--- src/rtl/icp_pkg.sv ---
`default_nettype none

package icp_pkg;

  localparam int MEM_WORDS = 4096;
  localparam int ADDR_W    = $clog2(MEM_WORDS);
  localparam int WORD_W    = 64;
  localparam int RUN_LIMIT = 100000;
  localparam int RUN_W     = $clog2(RUN_LIMIT + 1);

  localparam logic [1:0] OP_LOAD    = 2'd0;
  localparam logic [1:0] OP_RESTART = 2'd1;
  localparam logic [1:0] OP_SUPPLY  = 2'd2;
  localparam logic [1:0] OP_RUN     = 2'd3;

  localparam logic [2:0] ST_DONE     = 3'd0;
  localparam logic [2:0] ST_OUTPUT   = 3'd1;
  localparam logic [2:0] ST_AWAIT    = 3'd2;
  localparam logic [2:0] ST_HALTED   = 3'd3;
  localparam logic [2:0] ST_BAD_OPC  = 3'd4;
  localparam logic [2:0] ST_BAD_ADDR = 3'd5;

  typedef struct packed {
    logic [3:0] d4;
    logic [3:0] d3;
    logic [3:0] d2;
    logic [3:0] d1;
    logic [3:0] d0;
  } icp_dig_t;

endpackage

`default_nettype wire

--- src/rtl/icp_mul.sv ---
`default_nettype none

module icp_mul (
  input  wire logic        clk,
  input  wire logic        rst_n,
  input  wire logic        start,
  input  wire logic [63:0] a,
  input  wire logic [63:0] b,
  output logic             done,
  output logic      [63:0] product
);

  import icp_pkg::*;

  logic [1:0]  step_r;
  logic        busy_r;
  logic [63:0] pp_r;
  logic [63:0] acc_r;
  logic [31:0] ma;
  logic [31:0] mb;
  logic [63:0] mp;

  always_comb begin
    case (step_r)
      2'd0: begin
        ma = a[31:0];
        mb = b[31:0];
      end
      2'd1: begin
        ma = a[31:0];
        mb = b[63:32];
      end
      default: begin
        ma = a[63:32];
        mb = b[31:0];
      end
    endcase
    mp = ma * mb;
  end

  always_ff @(posedge clk) begin
    if (!rst_n) begin
      busy_r <= 1'b0;
      step_r <= '0;
    end else if (start) begin
      busy_r <= 1'b1;
      step_r <= '0;
    end else if (busy_r) begin
      step_r <= step_r + 2'd1;
      if (step_r == 2'd3) begin
        busy_r <= 1'b0;
      end
    end
  end

  always_ff @(posedge clk) begin
    if (busy_r) begin
      pp_r <= (step_r == 2'd0) ? mp : {mp[31:0], 32'd0};
      if (step_r == 2'd1) begin
        acc_r <= pp_r;
      end else begin
        acc_r <= acc_r + pp_r;
      end
    end
  end

  assign done    = busy_r && (step_r == 2'd3);
  assign product = acc_r + pp_r;

endmodule

`default_nettype wire

--- config.mk ---
export PLATFORM = sky130hd
export DESIGN_NAME = icp_mul
export DESIGN_NICKNAME = d
export VERILOG_FILES = /design/src/rtl/icp_pkg.sv /design/src/rtl/icp_mul.sv
export SDC_FILE = /design/constraint.sdc
export NUM_CORES = 2
export LEC_CHECK = 0
export BUFFER_PORTS_ARGS = -buffer_cell sky130_fd_sc_hd__clkbuf_2
export CAP_MARGIN = 20
export CORE_ASPECT_RATIO = 2
export CORE_MARGIN = 2
export CORE_UTILIZATION = 25
export CTS_BUF_LIST = sky130_fd_sc_hd__clkbuf_4 sky130_fd_sc_hd__clkbuf_8 sky130_fd_sc_hd__clkbuf_16
export DETAILED_ROUTE_END_ITERATION = 10
export PLACE_DENSITY = 0.43
export SETUP_SLACK_MARGIN = 0.3
export SYNTH_ARGS = -nofsm -noshare
export SYNTH_HDL_FRONTEND = slang
export SYNTH_SLANG_ARGS = --single-unit
export TNS_END_PERCENT = 100
--- constraint.sdc ---
create_clock -name clk -period 12.3 [get_ports clk]
set_input_delay 2.46 -clock clk [delete_from_list [all_inputs] [get_ports clk]]
set_output_delay 2.46 -clock clk [all_outputs]
set_load 0.005 [all_outputs]
Yosys cells after proc, flatten, opt, wreduce, memory -nomap -nowiden
Index checks and enable logic that the tools add are counted.
{ "word_totals": {"regBits": 131, "inputBits": 131, "output_inout_bits": 65} }
{ "op_classes": {"n_addsub": 2, "mul": 1, "n_eq_ne": 2, "mux": 7, "bitwise_logic": 1, "n_reduce_logical": 4} }
{ "ops": {"columns": ["operator", "n"], "rows": [
  ["two-way mux 64 bit", 2],
  ["adder 64 bit", 1],
  ["multiplier 32 x 32 -> 64 bit", 1],
  ["two-way mux 32 bit", 2],
  ["OR reduction 2 bit", 2],
  ["two-way mux 1 bit", 3],
  ["adder 2 x 1 -> 2 bit (second input constant)", 1],
  ["equality test 2 x 1 -> 1 bit (second input constant)", 1],
  ["equality test 2 bit (second input constant)", 1],
  ["zero test 2 bit", 1],
  ["logical AND 1 bit", 1],
  ["NOT 1 bit", 1]
]} }

Depth between registers and ports, before layout
{ "logic_depth": {"depth_word": 5, "depth_mapped": 36} }

Worst setup path after synthesis
Ideal clock, no wire load.
{ "synth_path": {"path_kind": "input to register", "startpoint": "in a[46]", "endpoint": "reg pp_r[52] (data pin)", "setup_time_ps": 260, "arrival_ps": 9626, "setup_slack_ps": 2414, "cell_stages": 28, "path_buffers": 2, "cell_sequence": "mux2i_1 clkbuf_1 nor2_1 fa_1 inv_1 fa_1 fa_1 inv_1 fa_1 inv_1 fa_1 inv_1 fa_1 fa_1 inv_1 fa_1 inv_1 ha_1 clkbuf_2 a21oi_1 a21oi_1 a311o_1 o21ai_1 nand2_2 a211oi_4 o311ai_2 xor2_1 mux2_2"} }
{ "synth_between": {"elab_chain_cells": 3} }
{ "synth_rtl": {"columns": ["item", "line", "rtl"], "rows": [
  ["start, declared", "icp_mul.sv:7", "input wire logic [63:0] a,"],
  ["two-way mux 32 bit", "icp_mul.sv:24", "case (step_r)"],
  ["multiplier 32 x 32 -> 64 bit", "icp_mul.sv:38", "mp = ma * mb;"],
  ["two-way mux 64 bit", "icp_mul.sv:58", "pp_r <= (step_r == 2'd0) ? mp : {mp[31:0], 32'd0};"],
  ["end signal, assigned", "icp_mul.sv:58", null],
  ["end, declared", "icp_mul.sv:17", "logic [63:0] pp_r;"]
]} }
Every way passes these cells.
A chain may end at the register's enable or synchronous reset.

Worst setup path in the final report
{ "layout_path": {"startpoint": "in a[45]", "endpoint": "reg pp_r[63] (data pin)"} }
The elaborated chain is that of the path after synthesis.

==> results.yml <==
status:
  status: "completed"
cells_and_area:
  fin_area_um2: 47270
  multi_input_area_um2: 34370
  mostFrequentLayoutCells: "inv_1 (926), fa_1 (897), nand2_1 (695)"
  layout_commonest_cell: "inv_1"
  area_growth_syn_to_layout_pct: 11.56
  fillers: 18330
  seqCellArea_um2: 3908
  drive_above_1_share_pct: 11.56
  fin_nets: 6203
logic_synthesis:
  synth_area_per_cell_um2: 8.980
  ys_seq_area_share_pct: 9.214
  synth.distinct_cells: 85
  ys.flop_type: "edfxtp_1"
  ys_seq_elements: 131
  synth-edff-count: 128
  syn_inst: 4718
  synth_nets: 6075
  yosysWarnings: 0
  synth_top_area_share_pct: 42.39
  yosysTopAreaCell: "fa_1"
  ys_top_cells_by_area: "fa_1 (42%), ha_1 (9.7%), edfxtp_1 (9.1%)"
  syn_area_um2: 42370
  synthArstFlopShare_pct: 0
routing:
  ant_nets: 0
  drc: 0
  viasPerCell: 4.786
  routedWlPerCell_um: 25.36
  vias: 34060
  drtIter0Drc: 1963
  drtPass1Iterations: 5
  routed_wl_um: 180400
timing:
  fmax_mhz: 91.65
  hold_viol_final: 0
  worst_slew_pin_slew_ns: 1.169
  rsz0062_at_grt: "false"
  fin_crit_sh_pct: 88.71
  setup_viol: 0
  slew_viol_final: 0
  clock-skew-final_ns: 0.03033
  maxSlewHeadroom_pct: 20.50
  setup_slack_ns: 1.388
  tns_ns: 0
  holdWs_ns: 0.5402
  period_needed_ns: 10.91
die:
  num_rows: 213
  start_util_pct: 25.15
  die_h_um: 586.2
  die_w_um: 295.1
  core_um2: 168400
  ios: 196
  die-area_um2: 173000
clocking:
  cts_setup_buffers: 0
  clockBufferDepth: 3
  htree_levels: 4
  cts_hold_buf: 0
  insertion_delay_ns: 0.51
  cts_num_sinks: 131
  numCtsBuffers: 25
  cts_tree: "yes"
  cts_resized: 0
  cts.clk_slew.worst_paths_ns: 0.05
  root_buffer: "clkbuf_16"
place:
  gp_congestion: 0.9271
  dpl_worst_slack_ns: 1.065
  io_buffers: 195
  hpwlAfterDp_um: 152400
  place_area_um2: 46520
setup_path:
  crit_top_cell: "fa_1"
  crit_family: "adder cells"
  path_buf_inv: 4
  worst_ep_required_time_ns: 12.50
  critPathMaxFanout: 8
  cpMaxStageDelayCell: "mux2i_2"
  start_kind: "input port"
  criticalPathCategory: "in2reg"
  cp.arrival_ns: 11.11
  cpPeakStageDelay_ns: 0.88
  end_kind: "flop"
global_route:
  grt_max_degree: 71
  grt_pass1_wl_um: 257900
  grt_overflow: 0
  antenna_found_initial: 4
  grt_util_all_layers_pct: 20.98
  grt_pass1_vias: 37760
hold_path:
  min_path_type: "reg2reg"
run:
  maxCapViolations: 0
-- area by class of cell --
type	instances	area share, %
antenna	7	0.03706
inverter	927	7.362
sequential	131	8.267
clock buffer	28	1.384
multi-input combinational	3441	72.72
timing repair buffer	320	4.092
tap	2257	5.975
clock inverter	5	0.1588
-- metal layers --
layer | global-route usage [%] | wire length, um | part of all wire [%] | vias up
li1 | - | - | - | 14730
met1 | 21.67 | 62330 | 35 | 17610
met4 | 16.29 | 17230 | 9.5 | 2
met5 | 0 | 13 | 0.0072 | -
met3 | 1.502 | 6837 | 3.8 | 474
met2 | 39.05 | 94040 | 52 | 1244
-- metrics by stage --
step,utilization [%],std cells
3_3_place_gp,27.61,7074
2_1_floorplan,-,4718
5_1_grt,28.05,7110
3_5_place_dp,27.62,7076
4_1_cts,28.05,7109
6_report,28.06,7116
-- Yosys cell counts (18+ instances only) --
cell	instances
nor2_1	592
mux2i_1	68
clkbuf_1	192
fa_1	897
edfxtp_1	128
xnor2_1	77
mux2_2	112
inv_1	926
nand2_1	695
o21bai_1	29
ha_1	329
and2_1	37
a21o_1	78
xor2_1	42
and3_1	20
nand4_1	35
o21ai_0	70
nor3_1	18
a21oi_1	130
nand3_1	23
-- worst register-to-register path, delay by kind of cell, from the launching register on --
family / cells / cell delay, ns
and+or+nand+nor: 4 / 1.51
muxes: 1 / 0.94
adders and majority gates: 10 / 4.86
buffers and inverters: 6 / 0.74
DFF: 1 / 0.44
xor gates and xnor gates: 1 / 0.16
AOI/OAI and AO/OA: 7 / 1.80
-- final timing paths --
path,startpoint,depth (start not counted),slack (ns),end
max,a[45],25,1.39,pp_r[63]
min,step_r[1],2,0.54,step_r[1]
max reg2reg,step_r[0],29,1.56,pp_r[63]
min reg2reg,step_r[1],2,0.54,step_r[1]
-- kinds of logic after synthesis --
family,after synthesis,synth area share [%]
buffers and inverters,1146,10.23
xor gates and xnor gates,119,2.460
muxes,183,4.672
DFF,131,9.214
adders and majority gates,1226,52.10
AOI/OAI and AO/OA,444,7.283
and+or+nand+nor,1469,14.04
-- registers in the layout, summed over array words and instances, names as in the netlist --
register,count
step_r,2
pp_r,64
busy_r,1
acc_r,64
Power is left out: the tool's default activity adds up to more than one toggle a clock period on the data nets, which glitch-free logic cannot reach.
