**src/rtl/icp_pkg.sv**
```systemverilog
`default_nettype none

package icp_pkg;

  localparam int MEM_WORDS = 4096;
  localparam int ADDR_W    = $clog2(MEM_WORDS);
  localparam int WORD_W    = 64;
  localparam int RUN_LIMIT = 100000;
  localparam int RUN_W     = $clog2(RUN_LIMIT + 1);

  localparam logic [1:0] OP_LOAD    = 2'd0;
  localparam logic [1:0] OP_RESTART = 2'd1;
  localparam logic [1:0] OP_SUPPLY  = 2'd2;
  localparam logic [1:0] OP_RUN     = 2'd3;

  localparam logic [2:0] ST_DONE     = 3'd0;
  localparam logic [2:0] ST_OUTPUT   = 3'd1;
  localparam logic [2:0] ST_AWAIT    = 3'd2;
  localparam logic [2:0] ST_HALTED   = 3'd3;
  localparam logic [2:0] ST_BAD_OPC  = 3'd4;
  localparam logic [2:0] ST_BAD_ADDR = 3'd5;

  typedef struct packed {
    logic [3:0] d4;
    logic [3:0] d3;
    logic [3:0] d2;
    logic [3:0] d1;
    logic [3:0] d0;
  } icp_dig_t;

endpackage

`default_nettype wire

```
**src/rtl/icp_digits.sv**
```systemverilog
`default_nettype none

module icp_digits (
  input  wire logic                   clk,
  input  wire logic                   rst_n,
  input  wire logic                   start,
  input  wire logic [62:0]            word,
  output logic                        done,
  output icp_pkg::icp_dig_t           digits
);

  import icp_pkg::*;

  localparam int DIG_STEPS = 21;

  // One doubling of the five-digit decimal value, the top carry dropped,
  // so the register keeps the word modulo 100000.
  function automatic logic [19:0] dabble(input logic [19:0] v, input logic b);
    logic [19:0] a;
    a = v;
    for (int i = 0; i < 5; i++) begin
      if (a[i*4 +: 4] >= 4'd5) begin
        a[i*4 +: 4] = a[i*4 +: 4] + 4'd3;
      end
    end
    return {a[18:0], b};
  endfunction

  logic [62:0] sh_r;
  logic [19:0] bcd_r;
  logic [4:0]  cnt_r;
  logic        busy_r;
  logic        done_r;

  always_ff @(posedge clk) begin
    if (!rst_n) begin
      busy_r <= 1'b0;
      done_r <= 1'b0;
      cnt_r  <= '0;
    end else begin
      done_r <= 1'b0;
      if (start) begin
        busy_r <= 1'b1;
        cnt_r  <= '0;
      end else if (busy_r) begin
        if (cnt_r == 5'(DIG_STEPS - 1)) begin
          busy_r <= 1'b0;
          done_r <= 1'b1;
        end
        cnt_r <= cnt_r + 5'd1;
      end
    end
  end

  always_ff @(posedge clk) begin
    if (start) begin
      sh_r  <= word;
      bcd_r <= '0;
    end else if (busy_r) begin
      sh_r  <= {sh_r[59:0], 3'd0};
      bcd_r <= dabble(dabble(dabble(bcd_r, sh_r[62]), sh_r[61]), sh_r[60]);
    end
  end

  assign done   = done_r;
  assign digits = bcd_r;

endmodule

`default_nettype wire

```
**config.mk**
```make
export PLATFORM = sky130hd
export DESIGN_NAME = icp_digits
export DESIGN_NICKNAME = d
export VERILOG_FILES = /design/src/rtl/icp_pkg.sv /design/src/rtl/icp_digits.sv
export SDC_FILE = /design/constraint.sdc
export NUM_CORES = 1
export LEC_CHECK = 0
export ABC_CLOCK_PERIOD_IN_PS = 6670
export BUFFER_PORTS_ARGS = -buffer_cell sky130_fd_sc_hd__buf_2
export CAP_MARGIN = 20
export CORE_MARGIN = 5
export CORE_UTILIZATION = 45
export DETAILED_ROUTE_END_ITERATION = 10
export GPL_TIMING_DRIVEN = 1
export PLACE_DENSITY = 0.67
export SLEW_MARGIN = 20
export SYNTH_ARGS = -nofsm -noshare
export SYNTH_HDL_FRONTEND = slang
export SYNTH_SLANG_ARGS = --single-unit
```
**constraint.sdc**
```tcl
create_clock -name clk -period 6.67 [get_ports clk]
set_input_delay 1.6675 -clock clk [delete_from_list [all_inputs] [get_ports clk]]
set_output_delay 1.6675 -clock clk [all_outputs]
set_load 0.05 [all_outputs]
```
Yosys cells after proc, flatten, opt, wreduce, memory -nomap -nowiden. Cells that the tools add are included. W data, S select, Z words.

Bits in registers: 90. Logic and storage cells: 83.

$add $sub $neg: 16. Order comparisons: 15. Eq/ne operators: 1. Mux-type cells: 41. Bitwise logic cells: 2. Reduce and logical (&&, ||, !) cells: 3.

Operators with widths (number): $mux W63 (2); $mux W4 (28); $ge A4 B3 Y1 const B (15); $add A4 B2 Y4 const B (12); $mux W3 (7); $add A3 B2 Y3 const B (3); $add A5 B1 Y5 const B (1); $eq A5 B5 Y1 const B (1); $mux W1 (4); $reduce_or A3 Y1 (1); $not A1 Y1 (2); $reduce_bool A2 Y1 (1); $reduce_or A2 Y1 (1).

Logic depth before layout (Yosys ltp).
Depth after elaboration: 10. Gate-level depth with buffers: 14.

Least setup slack after synthesis. OpenSTA, ideal clock, no wires.

Path kind: input-to-reg. Start point: input start. End point: register sh_r[0] (enable). Setup time: 418 ps. Arrival time: 3173 ps. Data required time: 6252 ps. Setup slack: 3079 ps. Cell stages on the path: 3. Cell sequence: nor2_1 > clkbuf_1 > inv_1.

Word-level cells in the longest chain between the ends: 1.

RTL lines: start, declared (RTL line icp_digits.sv:6) `input wire logic start,`; $reduce_bool A2 Y1 (no source line); end signal, assigned (RTL line icp_digits.sv:57) `sh_r <= word;`; end signal, assigned (RTL line icp_digits.sv:60) `sh_r <= {sh_r[59:0], 3'd0};`; end, declared (RTL line icp_digits.sv:29) `logic [62:0] sh_r;`.

No other way between the ends. A chain may end at the register's enable or synchronous reset.

Worst setup path after layout.
Start point: input start. End point: register sh_r[5] (enable).

The elaborated chain is that of the path after synthesis.

==> results_dict.tcl <==
set metrics [dict create \
    cpPeakStageDelay_ns 0.57 \
    areaGrowthSynthToFinish_pct 15.59 \
    slew-limit-headroom_pct 39.43 \
    finalClockSkew_ns 0.009948 \
    chipWidth_um 118.5 \
    die-area_mm2 0.01404 \
    grt_pass1_vias 3977 \
    post-place-ws_ns 3.061 \
    ctsResizeCount 0 \
    routed_via_density 5.530 \
    yosysTopAreaCell "edfxtp_1" \
    p_leak_nw 2.385 \
    rrSetupSlack_ns 3.53 \
    async_flop_share_pct 0 \
    synth_commonest_cells "63 x edfxtp_1, 62 x mux2_2, 37 x nand2_1" \
    r2r_cells 13 \
    critPathSlowestCell "nor2_1" \
    synthDistinctLibCells 71 \
    clk_transition_reported_paths_ns 0.07 \
    grt-ovfl-total 0 \
    clock_latency_ns 0.34 \
    reg2reg_from "digits[12]$_SDFFE_PP0P_" \
    syn_area_mm2 0.005296 \
    htree_levels 3 \
    setup_viol 0 \
    holdPathStages 2 \
    drt_iter0_markers 200 \
    synth_edf_count 63 \
    io_pins 87 \
    hpwl_um 7998 \
    worst_slack_ns 3.423 \
    worstSetupPathType "in2reg" \
    ir_drop_mv 0.2564 \
    power.share.clock_pct 22.7 \
    hold_end "digits[0]$_SDFFE_PP0P_" \
    ys.flop_type "edfxtp_1" \
    combPwrFrac_pct 42.2 \
    n_fill_cell 1026 \
    worst_pin_slew_ns 0.9086 \
    clockBufferDepth 2 \
    drc_errors 0 \
    ys_seq_elements 90 \
    cts_sinks 90 \
    tns_ns 0 \
    met3_usage_pct 5.396 \
    synth_cells 485 \
    synth_warnings 0 \
    synthesis.nets 569 \
    vias 3954 \
    postCtsSetupBuffers 0 \
    seq_area_frac_synth_pct 45.92 \
    final_cells 715 \
    synth_top_area_share_pct 35.72 \
    postCtsHoldBufs 0 \
    seqPwrFrac_pct 35.1 \
    rows 39 \
    synth.most_common_cell "edfxtp_1" \
    swShare_pct 39.63 \
    p_switching_uw 849.8 \
    p_int_mw 1.294 \
    endpoint_kind "flop" \
    start_util_pct 46.19 \
    cp_cell_sequence "buf_2 -> nor2_1 -> inv_2 -> buf_4" \
    path_buf_inv 3 \
    nets 650 \
    hold_viol 0 \
    crit_family "buffers and inverters" \
    finalCriticalPeriod_ns 3.247 \
    max_cap_viol_count 0 \
    numCtsBuffers 9 \
    cp_max_fo 43 \
    ys_top_cells_by_area "edfxtp_1 36%, mux2_2 13%, dfxtp_1 10%" \
    antenna_left 0 \
    wl_per_cell_um 15.52 \
    grt_pass1_wl_um 18550 \
    start_kind "input pin" \
    cts_tree "done" \
    power_density_mw_per_mm2 350.2 \
    maxSlewViolCount 0 \
    final_layout_size_suffix_gt1_share_pct 33.45 \
    hold_start "sh_r[60]$_DFFE_PP_" \
    outcome "complete, no violations" \
    met1_usage_pct 20.34 \
    grt_max_degree 76 \
    rsz0062_at_grt "no" \
    clockRootBuffer "clkbuf_16" \
    wl_um 11100 \
    min-delay-path-class "reg2reg" \
    gp_congestion 0.8312 \
    synth.avg_cell_area_um2 10.92 \
    arrival_ns 3.32 \
    grtUsageMet2_pct 25.00 \
    drt_first_pass_iters 4 \
    die_h_um 118.5 \
    coreArea_mm2 0.01147 \
    period_share_pct 48.69 \
    port_buffers 86 \
    fmax_mhz 307.9 \
    r2r-end "digits[18]$_SDFFE_PP0P_" \
    antenna_found_initial 3 \
    track_usage_pct 15.81 \
    busiest_layer "met2" \
    placed_cells 698 \
    cp_data_required_time_ns 6.75 \
]
layer usage:
layer	part of all wire, %	up-vias
met1	44	1853
met3	7.0	18
met4	1.7	4
met5	0.16	-
met2	47	101
li1	-	1978
through the flow:
stage                     area, um^2  hold WS [ns]  util [%]  power, mW
after floorplan                 5296        0.4565         -      1.490
after global placement          5836        0.4685     50.89      1.635
after detailed placement        5836        0.5002     50.89      1.668
after CTS                       6120        0.5277     53.37      2.154
after global routing            6122        0.5640     53.39      2.292
final                           6122        0.5274     53.39      2.144
layout make-up:
type / count / area [um^2] / share of cell area (%)
diodes: 1 / 2.502 / 0.04087
inverters: 27 / 101.3 / 1.655
well taps: 143 / 178.9 / 2.923
multi-input cells: 350 / 2678 / 43.74
repair buffers: 88 / 445.4 / 7.276
clock inverters: 7 / 58.81 / 0.9606
flip-flops and latches: 90 / 2432 / 39.73
clock buffers: 9 / 225.2 / 3.679
worst max-delay path by stage:
stage,start,end,cells after the start
after floorplan,start,sh_r[0]$_SDFFCE_PN0P_,3
after global placement,start,sh_r[1]$_SDFFCE_PN0P_,4
after detailed placement,start,sh_r[0]$_SDFFCE_PN0P_,4
after CTS,start,sh_r[19]$_DFFE_PP_,4
after global routing,digits[12]$_SDFFE_PP0P_,digits[18]$_SDFFE_PP0P_,13
final,start,sh_r[5]$_DFFE_PP_,4
power by group through the flow:
| stage | sequential [mW] | combinational, mW | clock [mW] |
|---|---|---|---|
| 2_1_floorplan | 0.837 | 0.653 | 0 |
| 3_3_place_gp | 0.762 | 0.873 | 0 |
| 3_5_place_dp | 0.766 | 0.902 | 0 |
| 4_1_cts | 0.754 | 0.906 | 0.494 |
| 5_1_grt | 0.766 | 1.00 | 0.522 |
| 6_report | 0.753 | 0.905 | 0.486 |
sequential cells by signal, indices dropped and copies added (netlist names):
signal	cells
busy_r	1
cnt_r	5
digits	20
done	1
sh_r	63
cell usage in the layout (no fill, tap or decap), types with 6 or more instances in the layout:
cell type  instances
a21oi_1           15
and2_1            12
buf_2             86
clkbuf_16          9
dfxtp_1           27
edfxtp_1          63
ha_1              18
inv_1             24
mux2_2            62
mux2i_1            7
nand2_1           37
nand3_1            6
nor2_1            34
o211ai_1           8
o21ai_0           15
o21ai_1           13
xor2_1             7
tightest hold or removal path, stage by stage, from the launching register on:
cell and delay [ns]:
edfxtp_1 0.33, mux2i_1 0.07, nor2_1 0.09
logic make-up after synthesis:
group / synth area share [%]
AOI/OAI and AO/OA: 16.77
xor gates and xnor gates: 1.796
adders and majority gates: 4.252
buffers and inverters: 3.520
DFF: 45.92
muxes: 14.51
and+or+nand+nor: 13.23
(Power assumes the default switching activity.)
